[src/hw/rtl/ild_pkg.sv]
package ild_pkg;

    // Decoder phase within one instruction
    typedef enum logic [2:0] {
        PH_FIRST = 3'd0,
        PH_OP0F  = 3'd1,
        PH_MODRM = 3'd2,
        PH_SIB   = 3'd3,
        PH_SKIP  = 3'd4
    } t_phase;

    // Per-instruction decode state
    typedef struct packed {
        t_phase     phase;
        logic       ops;      // operand-size prefix seen
        logic       ads;      // address-size prefix seen
        logic       tst;      // F6/F7 group pending
        logic       mod0;     // ModRM mod was zero, for SIB base 5
        logic       low;      // bit 0 of the opcode byte
        logic [3:0] seen;     // bytes taken so far
        logic [3:0] skip;     // displacement and immediate bytes still due
    } t_dec_state;

    localparam t_dec_state DEC_CLEAR = '{
        phase: PH_FIRST, ops: 1'b0, ads: 1'b0, tst: 1'b0, mod0: 1'b0,
        low: 1'b0, seen: 4'd0, skip: 4'd0
    };

    // Result of one byte step
    typedef struct packed {
        logic       emit;
        logic [3:0] length;
        logic       error;
    } t_step_res;

    // Opcode attributes
    typedef struct packed {
        logic pf;    // prefix byte
        logic opsz;  // operand-size prefix
        logic adsz;  // address-size prefix
        logic mr;    // ModRM follows
        logic i1;    // one immediate byte
        logic i2;    // two immediate bytes
        logic iv;    // operand-size immediate
        logic av;    // address-size offset
        logic ts;    // F6/F7 group
        logic es;    // 0F escape
        logic bd;    // undefined opcode
    } t_op_attr;

    // ModRM field codes
    localparam logic [1:0] MOD_IND  = 2'b00;
    localparam logic [1:0] MOD_D8   = 2'b01;
    localparam logic [1:0] MOD_DW   = 2'b10;
    localparam logic [1:0] MOD_REG  = 2'b11;
    localparam logic [2:0] RM_SIB   = 3'd4;
    localparam logic [2:0] RM_D32   = 3'd5;
    localparam logic [2:0] RM_D16   = 3'd6;
    localparam logic [2:0] REG_TEST = 3'd0;
    localparam logic [2:0] BASE_D32 = 3'd5;

    // One-byte opcode map
    function automatic t_op_attr map_one(input logic [7:0] b);
        t_op_attr a;
        a = '0;
        case (b) inside
            [8'h00:8'h3F]: begin
                case (b[2:0])
                    3'd0, 3'd1, 3'd2, 3'd3: a.mr = 1'b1;
                    3'd4:                   a.i1 = 1'b1;
                    3'd5:                   a.iv = 1'b1;
                    3'd6:                   a.pf = b[5];
                    default:                a.es = (b == 8'h0F);
                endcase
            end
            8'h62, 8'h63:                 a.mr = 1'b1;
            8'h64, 8'h65:                 a.pf = 1'b1;
            8'h66: begin
                a.pf   = 1'b1;
                a.opsz = 1'b1;
            end
            8'h67: begin
                a.pf   = 1'b1;
                a.adsz = 1'b1;
            end
            8'h68:                        a.iv = 1'b1;
            8'h69: begin
                a.mr = 1'b1;
                a.iv = 1'b1;
            end
            8'h6A:                        a.i1 = 1'b1;
            8'h6B, 8'h80, 8'h82, 8'h83,
            8'hC0, 8'hC1, 8'hC6: begin
                a.mr = 1'b1;
                a.i1 = 1'b1;
            end
            [8'h70:8'h7F]:                a.i1 = 1'b1;
            8'h81, 8'hC7: begin
                a.mr = 1'b1;
                a.iv = 1'b1;
            end
            [8'h84:8'h8F]:                a.mr = 1'b1;
            8'h9A, 8'hEA: begin
                a.iv = 1'b1;
                a.i2 = 1'b1;
            end
            [8'hA0:8'hA3]:                a.av = 1'b1;
            8'hA8:                        a.i1 = 1'b1;
            8'hA9:                        a.iv = 1'b1;
            [8'hB0:8'hB7]:                a.i1 = 1'b1;
            [8'hB8:8'hBF]:                a.iv = 1'b1;
            8'hC2, 8'hCA:                 a.i2 = 1'b1;
            8'hC4, 8'hC5:                 a.mr = 1'b1;
            8'hC8: begin
                a.i2 = 1'b1;
                a.i1 = 1'b1;
            end
            8'hCD, 8'hD4, 8'hD5:          a.i1 = 1'b1;
            [8'hD0:8'hD3], [8'hD8:8'hDF]: a.mr = 1'b1;
            [8'hE0:8'hE7], 8'hEB:         a.i1 = 1'b1;
            8'hE8, 8'hE9:                 a.iv = 1'b1;
            8'hF0, 8'hF2, 8'hF3:          a.pf = 1'b1;
            8'hF6, 8'hF7:                 a.ts = 1'b1;
            8'hFE, 8'hFF:                 a.mr = 1'b1;
            default: ;
        endcase
        return a;
    endfunction

    // Two-byte (0F) opcode map
    function automatic t_op_attr map_two(input logic [7:0] b);
        t_op_attr a;
        a = '0;
        case (b) inside
            [8'h00:8'h03], [8'h90:8'h9F],
            8'hA3, 8'hA5, 8'hAB, 8'hAD, 8'hAF,
            [8'hB0:8'hB7], [8'hBB:8'hBF],
            8'hC0, 8'hC1:                 a.mr = 1'b1;
            8'h04, 8'h05, 8'h07, [8'h0C:8'h7F],
            8'hA6, 8'hA7, 8'hAE, 8'hB8, 8'hB9,
            [8'hC2:8'hC7], [8'hD0:8'hFF]: a.bd = 1'b1;
            [8'h80:8'h8F]:                a.iv = 1'b1;
            8'hA4, 8'hAC, 8'hBA: begin
                a.mr = 1'b1;
                a.i1 = 1'b1;
            end
            default: ;
        endcase
        return a;
    endfunction

endpackage

[src/hw/rtl/ild_step.sv]
module ild_step
    import ild_pkg::*;
#(
    parameter int MAX_LENGTH = 15
) (
    input  t_dec_state i_state,
    input  logic [7:0] i_code_byte,
    input  logic       i_restart,
    output t_dec_state o_state,
    output t_step_res  o_res
);

    t_dec_state cur;
    t_dec_state nx;
    t_op_attr   attr;
    logic [3:0] n;
    logic [3:0] wide_ops;
    logic [3:0] wide_ads;
    logic [3:0] k;
    logic [3:0] tst_imm;
    logic [3:0] disp;
    logic [1:0] modf;
    logic [2:0] rmf;
    logic       err;
    logic       done;

    always_comb begin
        // drop any partial instruction on restart
        cur      = i_restart ? DEC_CLEAR : i_state;
        n        = cur.seen + 4'd1;
        wide_ops = cur.ops ? 4'd2 : 4'd4;
        wide_ads = cur.ads ? 4'd2 : 4'd4;
        modf     = i_code_byte[7:6];
        rmf      = i_code_byte[2:0];

        // opcode lookup shared by both maps
        attr = (cur.phase == PH_OP0F) ? map_two(i_code_byte) : map_one(i_code_byte);
        k    = (attr.i1 ? 4'd1 : 4'd0) + (attr.i2 ? 4'd2 : 4'd0)
             + (attr.iv ? wide_ops : 4'd0) + (attr.av ? wide_ads : 4'd0);

        // immediate of the TEST form in the F6/F7 group
        tst_imm = (cur.tst && i_code_byte[5:3] == REG_TEST)
                ? (cur.low ? wide_ops : 4'd1) : 4'd0;

        // displacement implied by ModRM
        disp = 4'd0;
        if (modf != MOD_REG) begin
            if (modf == MOD_D8) begin
                disp = 4'd1;
            end else if (modf == MOD_DW) begin
                disp = cur.ads ? 4'd2 : 4'd4;
            end else if (cur.ads && rmf == RM_D16) begin
                disp = 4'd2;
            end else if (!cur.ads && rmf == RM_D32) begin
                disp = 4'd4;
            end
        end

        nx  = cur;
        err = 1'b0;
        case (cur.phase)
            PH_MODRM: begin
                nx.phase = PH_SKIP;
                nx.skip  = cur.skip + tst_imm + disp;
                if (modf != MOD_REG && !cur.ads && rmf == RM_SIB) begin
                    nx.phase = PH_SIB;
                    nx.mod0  = (modf == MOD_IND);
                end
            end
            PH_SIB: begin
                if (rmf == BASE_D32 && cur.mod0) begin
                    nx.skip = cur.skip + 4'd4;
                end
                nx.phase = PH_SKIP;
            end
            PH_SKIP: begin
                if (cur.skip != 4'd0) begin
                    nx.skip = cur.skip - 4'd1;
                end
            end
            default: begin
                if (cur.phase == PH_OP0F && attr.bd) begin
                    err = 1'b1;
                end else if (cur.phase != PH_OP0F && attr.pf) begin
                    nx.ops = cur.ops | attr.opsz;
                    nx.ads = cur.ads | attr.adsz;
                    nx.phase = PH_FIRST;
                end else if (cur.phase != PH_OP0F && attr.es) begin
                    nx.phase = PH_OP0F;
                end else begin
                    nx.low   = i_code_byte[0];
                    nx.skip  = k;
                    nx.tst   = cur.tst | attr.ts;
                    nx.phase = (attr.mr || attr.ts) ? PH_MODRM : PH_SKIP;
                end
            end
        endcase

        // finish or overrun
        done = 1'b0;
        if (!err) begin
            if (nx.phase == PH_SKIP && nx.skip == 4'd0) begin
                done = 1'b1;
            end else if (n >= 4'(MAX_LENGTH)) begin
                err = 1'b1;
            end
        end

        o_res.emit   = err || done;
        o_res.length = err ? 4'd0 : n;
        o_res.error  = err;
        if (err || done) begin
            o_state = DEC_CLEAR;
        end else begin
            o_state      = nx;
            o_state.seen = n;
        end
    end

endmodule

[src/hw/rtl/x86_instruction_length_decoder_core.sv]
// Channel  Handshake           Payload                   Direction
// input    i_valid / o_ready   i_code_byte, i_restart    in
// result   o_valid / i_ready   o_length, o_error         out
//
// One byte is taken per cycle while o_ready is high; the whole byte step is one
// pass through the opcode maps and the skip counter, so a byte enters in every cycle.
// A result appears in the cycle after the byte that finishes or fails.
// Reset returns the decoder to the first opcode byte and empties the result.
// A held result stalls input only when i_ready stays low.
module x86_instruction_length_decoder_core
    import ild_pkg::*;
#(
    parameter int MAX_LENGTH = 15
) (
    input  logic       i_clk,
    input  logic       i_rst_n,
    input  logic       i_valid,
    output logic       o_ready,
    input  logic [7:0] i_code_byte,
    input  logic       i_restart,
    output logic       o_valid,
    input  logic       i_ready,
    output logic [3:0] o_length,
    output logic       o_error
);

    t_dec_state r_state;
    t_dec_state n_state;
    t_step_res  step_res;
    logic       r_out_valid;
    logic [3:0] r_length;
    logic       r_error;
    logic       accept;

    ild_step #(
        .MAX_LENGTH (MAX_LENGTH)
    ) u_step (
        .i_state     (r_state),
        .i_code_byte (i_code_byte),
        .i_restart   (i_restart),
        .o_state     (n_state),
        .o_res       (step_res)
    );

    assign o_ready = !r_out_valid || i_ready;
    assign accept  = i_valid && o_ready;

    // hold decode state and the result register
    always_ff @(posedge i_clk) begin
        if (!i_rst_n) begin
            r_state     <= DEC_CLEAR;
            r_out_valid <= 1'b0;
        end else begin
            if (accept) begin
                r_state <= n_state;
            end
            if (accept && step_res.emit) begin
                r_out_valid <= 1'b1;
            end else if (i_ready) begin
                r_out_valid <= 1'b0;
            end
        end
    end

    // load result payload
    always_ff @(posedge i_clk) begin
        if (accept && step_res.emit) begin
            r_length <= step_res.length;
            r_error  <= step_res.error;
        end
    end

    assign o_valid  = r_out_valid;
    assign o_length = r_length;
    assign o_error  = r_error;

endmodule

[config.mk]
export PLATFORM = sky130hd
export DESIGN_NAME = x86_instruction_length_decoder_core
export DESIGN_NICKNAME = d
export VERILOG_FILES = /design/src/hw/rtl/ild_pkg.sv /design/src/hw/rtl/ild_step.sv /design/src/hw/rtl/x86_instruction_length_decoder_core.sv
export SDC_FILE = /design/constraint.sdc
export NUM_CORES = 1
export LEC_CHECK = 0
export BUFFER_PORTS_ARGS = -buffer_cell sky130_fd_sc_hd__buf_2
export CAP_MARGIN = 40
export CORE_ASPECT_RATIO = 0.75
export CORE_UTILIZATION = 62
export CTS_BUF_LIST = sky130_fd_sc_hd__clkbuf_16
export DETAILED_ROUTE_END_ITERATION = 6
export PLACE_DENSITY = 0.8
export SETUP_SLACK_MARGIN = 0.4
export SYNTH_ARGS = -nofsm -noshare
export SYNTH_HDL_FRONTEND = slang
export SYNTH_SLANG_ARGS = --single-unit
[constraint.sdc]
create_clock -name i_clk -period 6.55 [get_ports i_clk]
set_input_delay 0.655 -clock i_clk [delete_from_list [all_inputs] [get_ports i_clk]]
set_output_delay 0.655 -clock i_clk [all_outputs]
set_load 0.01 [all_outputs]
[Word level (Yosys, flattened, before mapping)]
Index checks and enable logic that the tools add are counted.
Storage, ports and cells
  bits in registers: 22
  input port bits: 13
  word-level logic and storage cells: 418
Cells by class
  add/sub/neg operators: 8
  order comparisons: 28
  equality and inequality tests: 72
  multiplexer cells: 237
  bitwise operators: 3
  reduce and logical (&&, ||, !) cells: 59
Operator list (number)
  $eq A8 B8 Y1 const B: 43
  $mux W1: 208
  $ge A8 B8 Y1 const B: 11
  $eq A8 B7 Y1 const B: 10
  $le A8 B8 Y1 const B: 10
  $mux W4: 13
  $mux W16: 2
  $logic_and A1 B1 Y1: 28
  $eq A8 B3 Y1 const B: 3
  $mux W3: 8
  $reduce_or A11 Y1: 2
  $reduce_or A2 Y1: 11
  $add A4 B4 Y4: 5
  $eq A3 B3 Y1 const B: 5
  $reduce_or A7 Y1: 2
  $eq A3 B2 Y1 const B: 4
  $pmux W4 S3: 1
  $reduce_or A3 Y1: 4
  $mux W11: 1
  $pmux W3 S3: 1
  $eq A8 B4 Y1 const B: 1
  $ge A8 B1 Y1 const B: 1
  $ge A8 B4 Y1 const B: 1
  $ge A8 B7 Y1 const B: 1
  23 further kinds: 31

[Logic depth before layout (Yosys ltp)]
  word-level depth: 46
  gate-level depth with buffers: 19

[Modules after synthesis]
Synthesis repeated with hierarchy kept, for this count alone.
Second synthesis, totals
  cell total of the unflattened synthesis: 378
  area, all modules: 2926.6 um^2
By module, submodules not included
  ild_step: instances 1, cells each 297, area an instance 2067.0 um^2, sequential area each 0.0 um^2
  x86_instruction_length_decoder_core: instances 1, cells each 81, area an instance 859.6 um^2, sequential area each 490.5 um^2

[Least setup slack after synthesis]
OpenSTA, ideal clock, no wires.
  path kind: in2reg
  from: input i_code_byte[6]
  to: register r_error (netlist: o_error), enable pin
  setup time: 0.262 ns
  arrival time: 4.220 ns
  required time: 6.288 ns
  setup slack: 2.068 ns
  cell stages on the path: 18
  buffers on the path: 4
  path through: buf_2 -> buf_2 -> buf_2 -> inv_1 -> a21oi_1 -> or3b_2 -> o21ai_0 -> a2111oi_0 -> a211oi_1 -> fa_1 -> inv_1 -> fa_1 -> or3_1 -> o311ai_2 -> nor4_4 -> or2_1 -> buf_4 -> and2_1
On the way
  word-level cells in the longest chain between the ends: 43
  elaborated cells between the ends (all ways): 336
  those cells by class: add/sub (4); order compare (27); eq/ne (61); mux (201); reduce/logical (43)
RTL lines
  start: declaration: line x86_instruction_length_decoder_core.sv:19  | input logic [7:0] i_code_byte,
  parallel branches: the longest is 41 deep, another holds $ge A8 B8 Y1
  $logic_or A1 B1 Y1 (*): line ild_step.sv:109  | o_res.emit = err || done;
  $logic_and A1 B1 Y1 (*): line x86_instruction_length_decoder_core.sv:67  | if (accept && step_res.emit) begin
  end signal: assignment: line x86_instruction_length_decoder_core.sv:69  | r_error <= step_res.error;
  end: declaration: line x86_instruction_length_decoder_core.sv:32  | logic r_error;
Every way passes the cells marked *.
A chain may end at the register's enable or synchronous reset.

[Final worst setup path]
  from: input i_code_byte[1]
  to: register r_length[1] (netlist: o_length[1]), enable pin
On the way
  word-level cells in the longest chain between the ends: 43
  elaborated cells between the ends (all ways): 351
  those cells by class: add/sub (4); order compare (27); eq/ne (64); mux (208); reduce/logical (48)
RTL lines
  parallel branches: the longest is 41 deep, another holds $ge A8 B8 Y1
  $logic_or A1 B1 Y1 (*): line ild_step.sv:109
  $logic_and A1 B1 Y1 (*): line x86_instruction_length_decoder_core.sv:67
  end signal: assignment: line x86_instruction_length_decoder_core.sv:68  | r_length <= step_res.length;
  end: declaration: line x86_instruction_length_decoder_core.sv:31  | logic [3:0] r_length;
Marks and branches as above.

==> metrics <==
status=completed; first-pass GRT wire length=12200 um; largest family of logic cells by synthesized area=simple AND/OR/NAND/NOR gates; global route overflow=0; routed len/inst=17.8 um; Ports=20; core area=4050 um^2; worst-skew pair later-pin latency=250 ps; Post-CTS Hold Fix Bufs=0; Syn Nets=373; Hold Path Sink=r_state[5]; Post-Synth XOR/XNOR Area=3.67%; register-to-register setup slack=2160 ps; largest net degree at the start of global routing=30; Initial DRT Pass Iterations=5; vias in the first global route=2417; root buf cell=clkbuf_16; Final min period=4740 ps; DR vias/cell=6.81; Seq/Total Area, Yosys=18.7%; DRC=0; Clock Skews=2.37 ps; met1 GRT Util=52.7%; Setup crit start kind=primary input; Setup Fix Bufs, Post-CTS=0; die span in y=58.3 um; Total Routing Usage GR=33.7%; max cap viols=0; Fill cells=350; Min-Delay Path Depth=2; synthesized area per cell=7.52 um^2; Leakage=0.981 nW; GPL Wtd Cong=0.983; share of post-route cells with drive strength above 1=13.0%; Slew Limit Fails=0; Top cell by count, worst path=fa_1; CP Class=primary input to register; Post-Synth Adder-Cell Area=6.96%; initial core utilization=64.7%; CTS tree=yes; Die ar.=4500 um^2; setup violators final=0; clock slew at reported path FFs=50 ps; main flop type after synthesis=dfxtp_1; Worst Path Buf+Inv=2; CTS H-tree depth=1; WL final=7160 um; total number of vias=2731; grt met2 use=49.9%; initial antenna violation count=0; Hold Crit Class=register to register; number of synthesized register bits=22; Worst EP arrival=4680 ps; antenna cell count=0; Iter 0 DRT Violations=357; CP top delay family=simple AND/OR/NAND/NOR gates; nets@finish=371; CTS Buffer Depth=2; Post-synth ARST share=0%; Syn. warnings=0; RSZ-0062 raised after global routing=no; Area Overhead vs Synth=4.86%; Slew HR=43.4%; placed wire-length estimate=5190 um; multiplexer area fraction after synthesis=1.29%; number of synthesized flops with an enable pin=5; ANT nets after route=0; crit share post-route=72.4%; Final Hold Vio Count=0; Top Usage Layer GRT=met1; critical path's largest stage delay=650 ps; worst r2r src=r_state[13]; Synth Area in Compound Gates=27.5%; cts bufs inserted=3; # port buffers=19; maximum clock frequency=211 MHz; Synth Area in Simple Gates=35.5%; CTS resizes=0; FF-to-FF End=o_length[1]; Mapped Area=2620 um^2; Design Area, Final=2750 um^2; # clock sinks=22; post-synth cell types=71; row count=20; Die Width=77.1 um; Slew @ Worst Pin=850 ps; CP endpoint kind=register; Worst R2R Path Depth=13; critical path required time=6490 ps; worst-path fanout max=23; cell taking the most area after synthesis=dfxtp_1; Slowest-stage cell, CP=nor4bb_1; hold path start=r_state[5]; placed instance area=2670 um^2; maximum vdd ir drop=0.161 mV; CP Cell Sequence=buf_2 > nor4bb_1 > nand3_1 > o21ai_0 > a2111oi_0 > a211oi_1 > fa_1 > inv_1 > fa_1 > or3_1 > o311ai_2 > nor4_4 > or2_1 > and2_1; Post-Synthesis Cells=349; power per standard cell area=147 nW/um^2; met3 Resource Use GR=5.27%; setup tns final=0 ps; area share of the largest cell type after synthesis=13.0%; top cells by area, synth=dfxtp_1, edfxtp_1, a21oi_1
## cell families (layout without fill, tap and decap cells)
| logic type | after synthesis | in the layout |
|---|---|---|
| AO/OA/AOI/OAI | 102 | 102 |
| flip-flops | 22 | 22 |
| multiplexers | 3 | 3 |
| adder cells (fa/ha/maj) | 11 | 11 |
| AND/OR/NAND/NOR | 161 | 161 |
| XOR/XNOR | 11 | 11 |
| buffers and inverters | 39 | 36 |
## per-layer routing
layer  wire (um)  vias to the layer above
met5           0                        -
met2        3010                      139
met3         626                        8
met4          61                        0
met1        3450                     1274
li1            -                     1310
## registers in the layout (all words and copies together) (netlist names)
| register | count |
|---|---|
| o_length | 4 |
| o_valid | 1 |
| o_error | 1 |
| r_state | 16 |
## area by class of cell
| cell class | count | area (um^2) | area share, % |
|---|---|---|---|
| Clock inverter | 1 | 3.75 | 0.136 |
| Inverter | 12 | 45.0 | 1.64 |
| Clock buffer | 3 | 75.1 | 2.73 |
| Timing Repair Buffer | 20 | 103 | 3.73 |
| Sequential cell | 22 | 490 | 17.8 |
| Multi-Input combinational cell | 288 | 1970 | 71.4 |
| Tap cell | 55 | 68.8 | 2.50 |
## worst reg2reg max path: cells and delay by family (launching register included)
family,cells,cell delay [ps]
adder cells (fa/ha/maj),2,730
buffers and inverters,2,250
AND/OR/NAND/NOR,8,2500
AO/OA/AOI/OAI,1,140
flip-flops,1,440
## per-stage QoR
stage	hold slack, ps	total power (W)	util [%]	cells	setup WS [ps]
after floorplan	452	0.000252	-	349	2070
after global placement	476	0.000277	65.9	397	1720
after detailed placement	487	0.000279	65.9	397	1630
after CTS	496	0.000405	67.9	401	1890
after global routing	528	0.000424	67.9	401	1430
final	490	0.000406	67.9	401	1810
## worst max path at each step
stage	startpoint	endpoint	slack, ps	depth (start not counted)
2_1_floorplan	i_code_byte[6]	o_error	2070	18
3_3_place_gp	i_code_byte[1]	o_error	1720	14
3_5_place_dp	i_code_byte[6]	o_error	1630	15
4_1_cts	i_code_byte[6]	o_length[1]	1890	15
5_1_grt	i_code_byte[6]	o_length[0]	1430	15
6_report	i_code_byte[1]	o_length[1]	1810	14
## report_power, final
group | internal [W] | switching, W
Sequential | 0.000148 | 0.00000569
Combinational | 0.0000425 | 0.0000844
Clock | 0.0000812 | 0.0000442
Total | 0.000271 | 0.000134
## synth_stat cells, types with 4 or more instances
cell type  count
buf_2         14
xor2_1         4
clkbuf_1      10
nor4_1         9
inv_1         12
nor2b_1       10
dfxtp_1       17
nand4_1        4
o21ai_0       13
a22oi_1        6
o31ai_1       11
o21a_1         4
nor3b_1        5
ha_1           5
nor2_1        28
nand2b_1      17
a211oi_1       6
fa_1           6
edfxtp_1       5
xnor2_1        7
or2_2          7
and2_1         4
a21oi_1       24
nand3_1       20
nor3_1         6
nand2_1       25
## cells in the final DEF, fill, tap and decap left out, types with 3 or more instances in the layout
master     instances
nor2_1            28
nand2_1           25
a21oi_1           24
nand3_1           20
buf_2             19
nand2b_1          17
dfxtp_1           17
o21ai_0           13
inv_1             13
o31ai_1           11
nor2b_1           10
nor4_1             9
xnor2_1            7
or2_2              7
a211oi_1           6
a22oi_1            6
nor3_1             6
fa_1               6
nor3b_1            5
ha_1               5
edfxtp_1           5
and2_1             4
xor2_1             4
o21a_1             4
nand4_1            4
a32oi_1            3
or3b_2             3
or3_1              3
o211ai_1           3
mux2_2             3
o41ai_1            3
or4_1              3
clkbuf_16          3
Note: power is estimated with default switching activity, not from simulation.
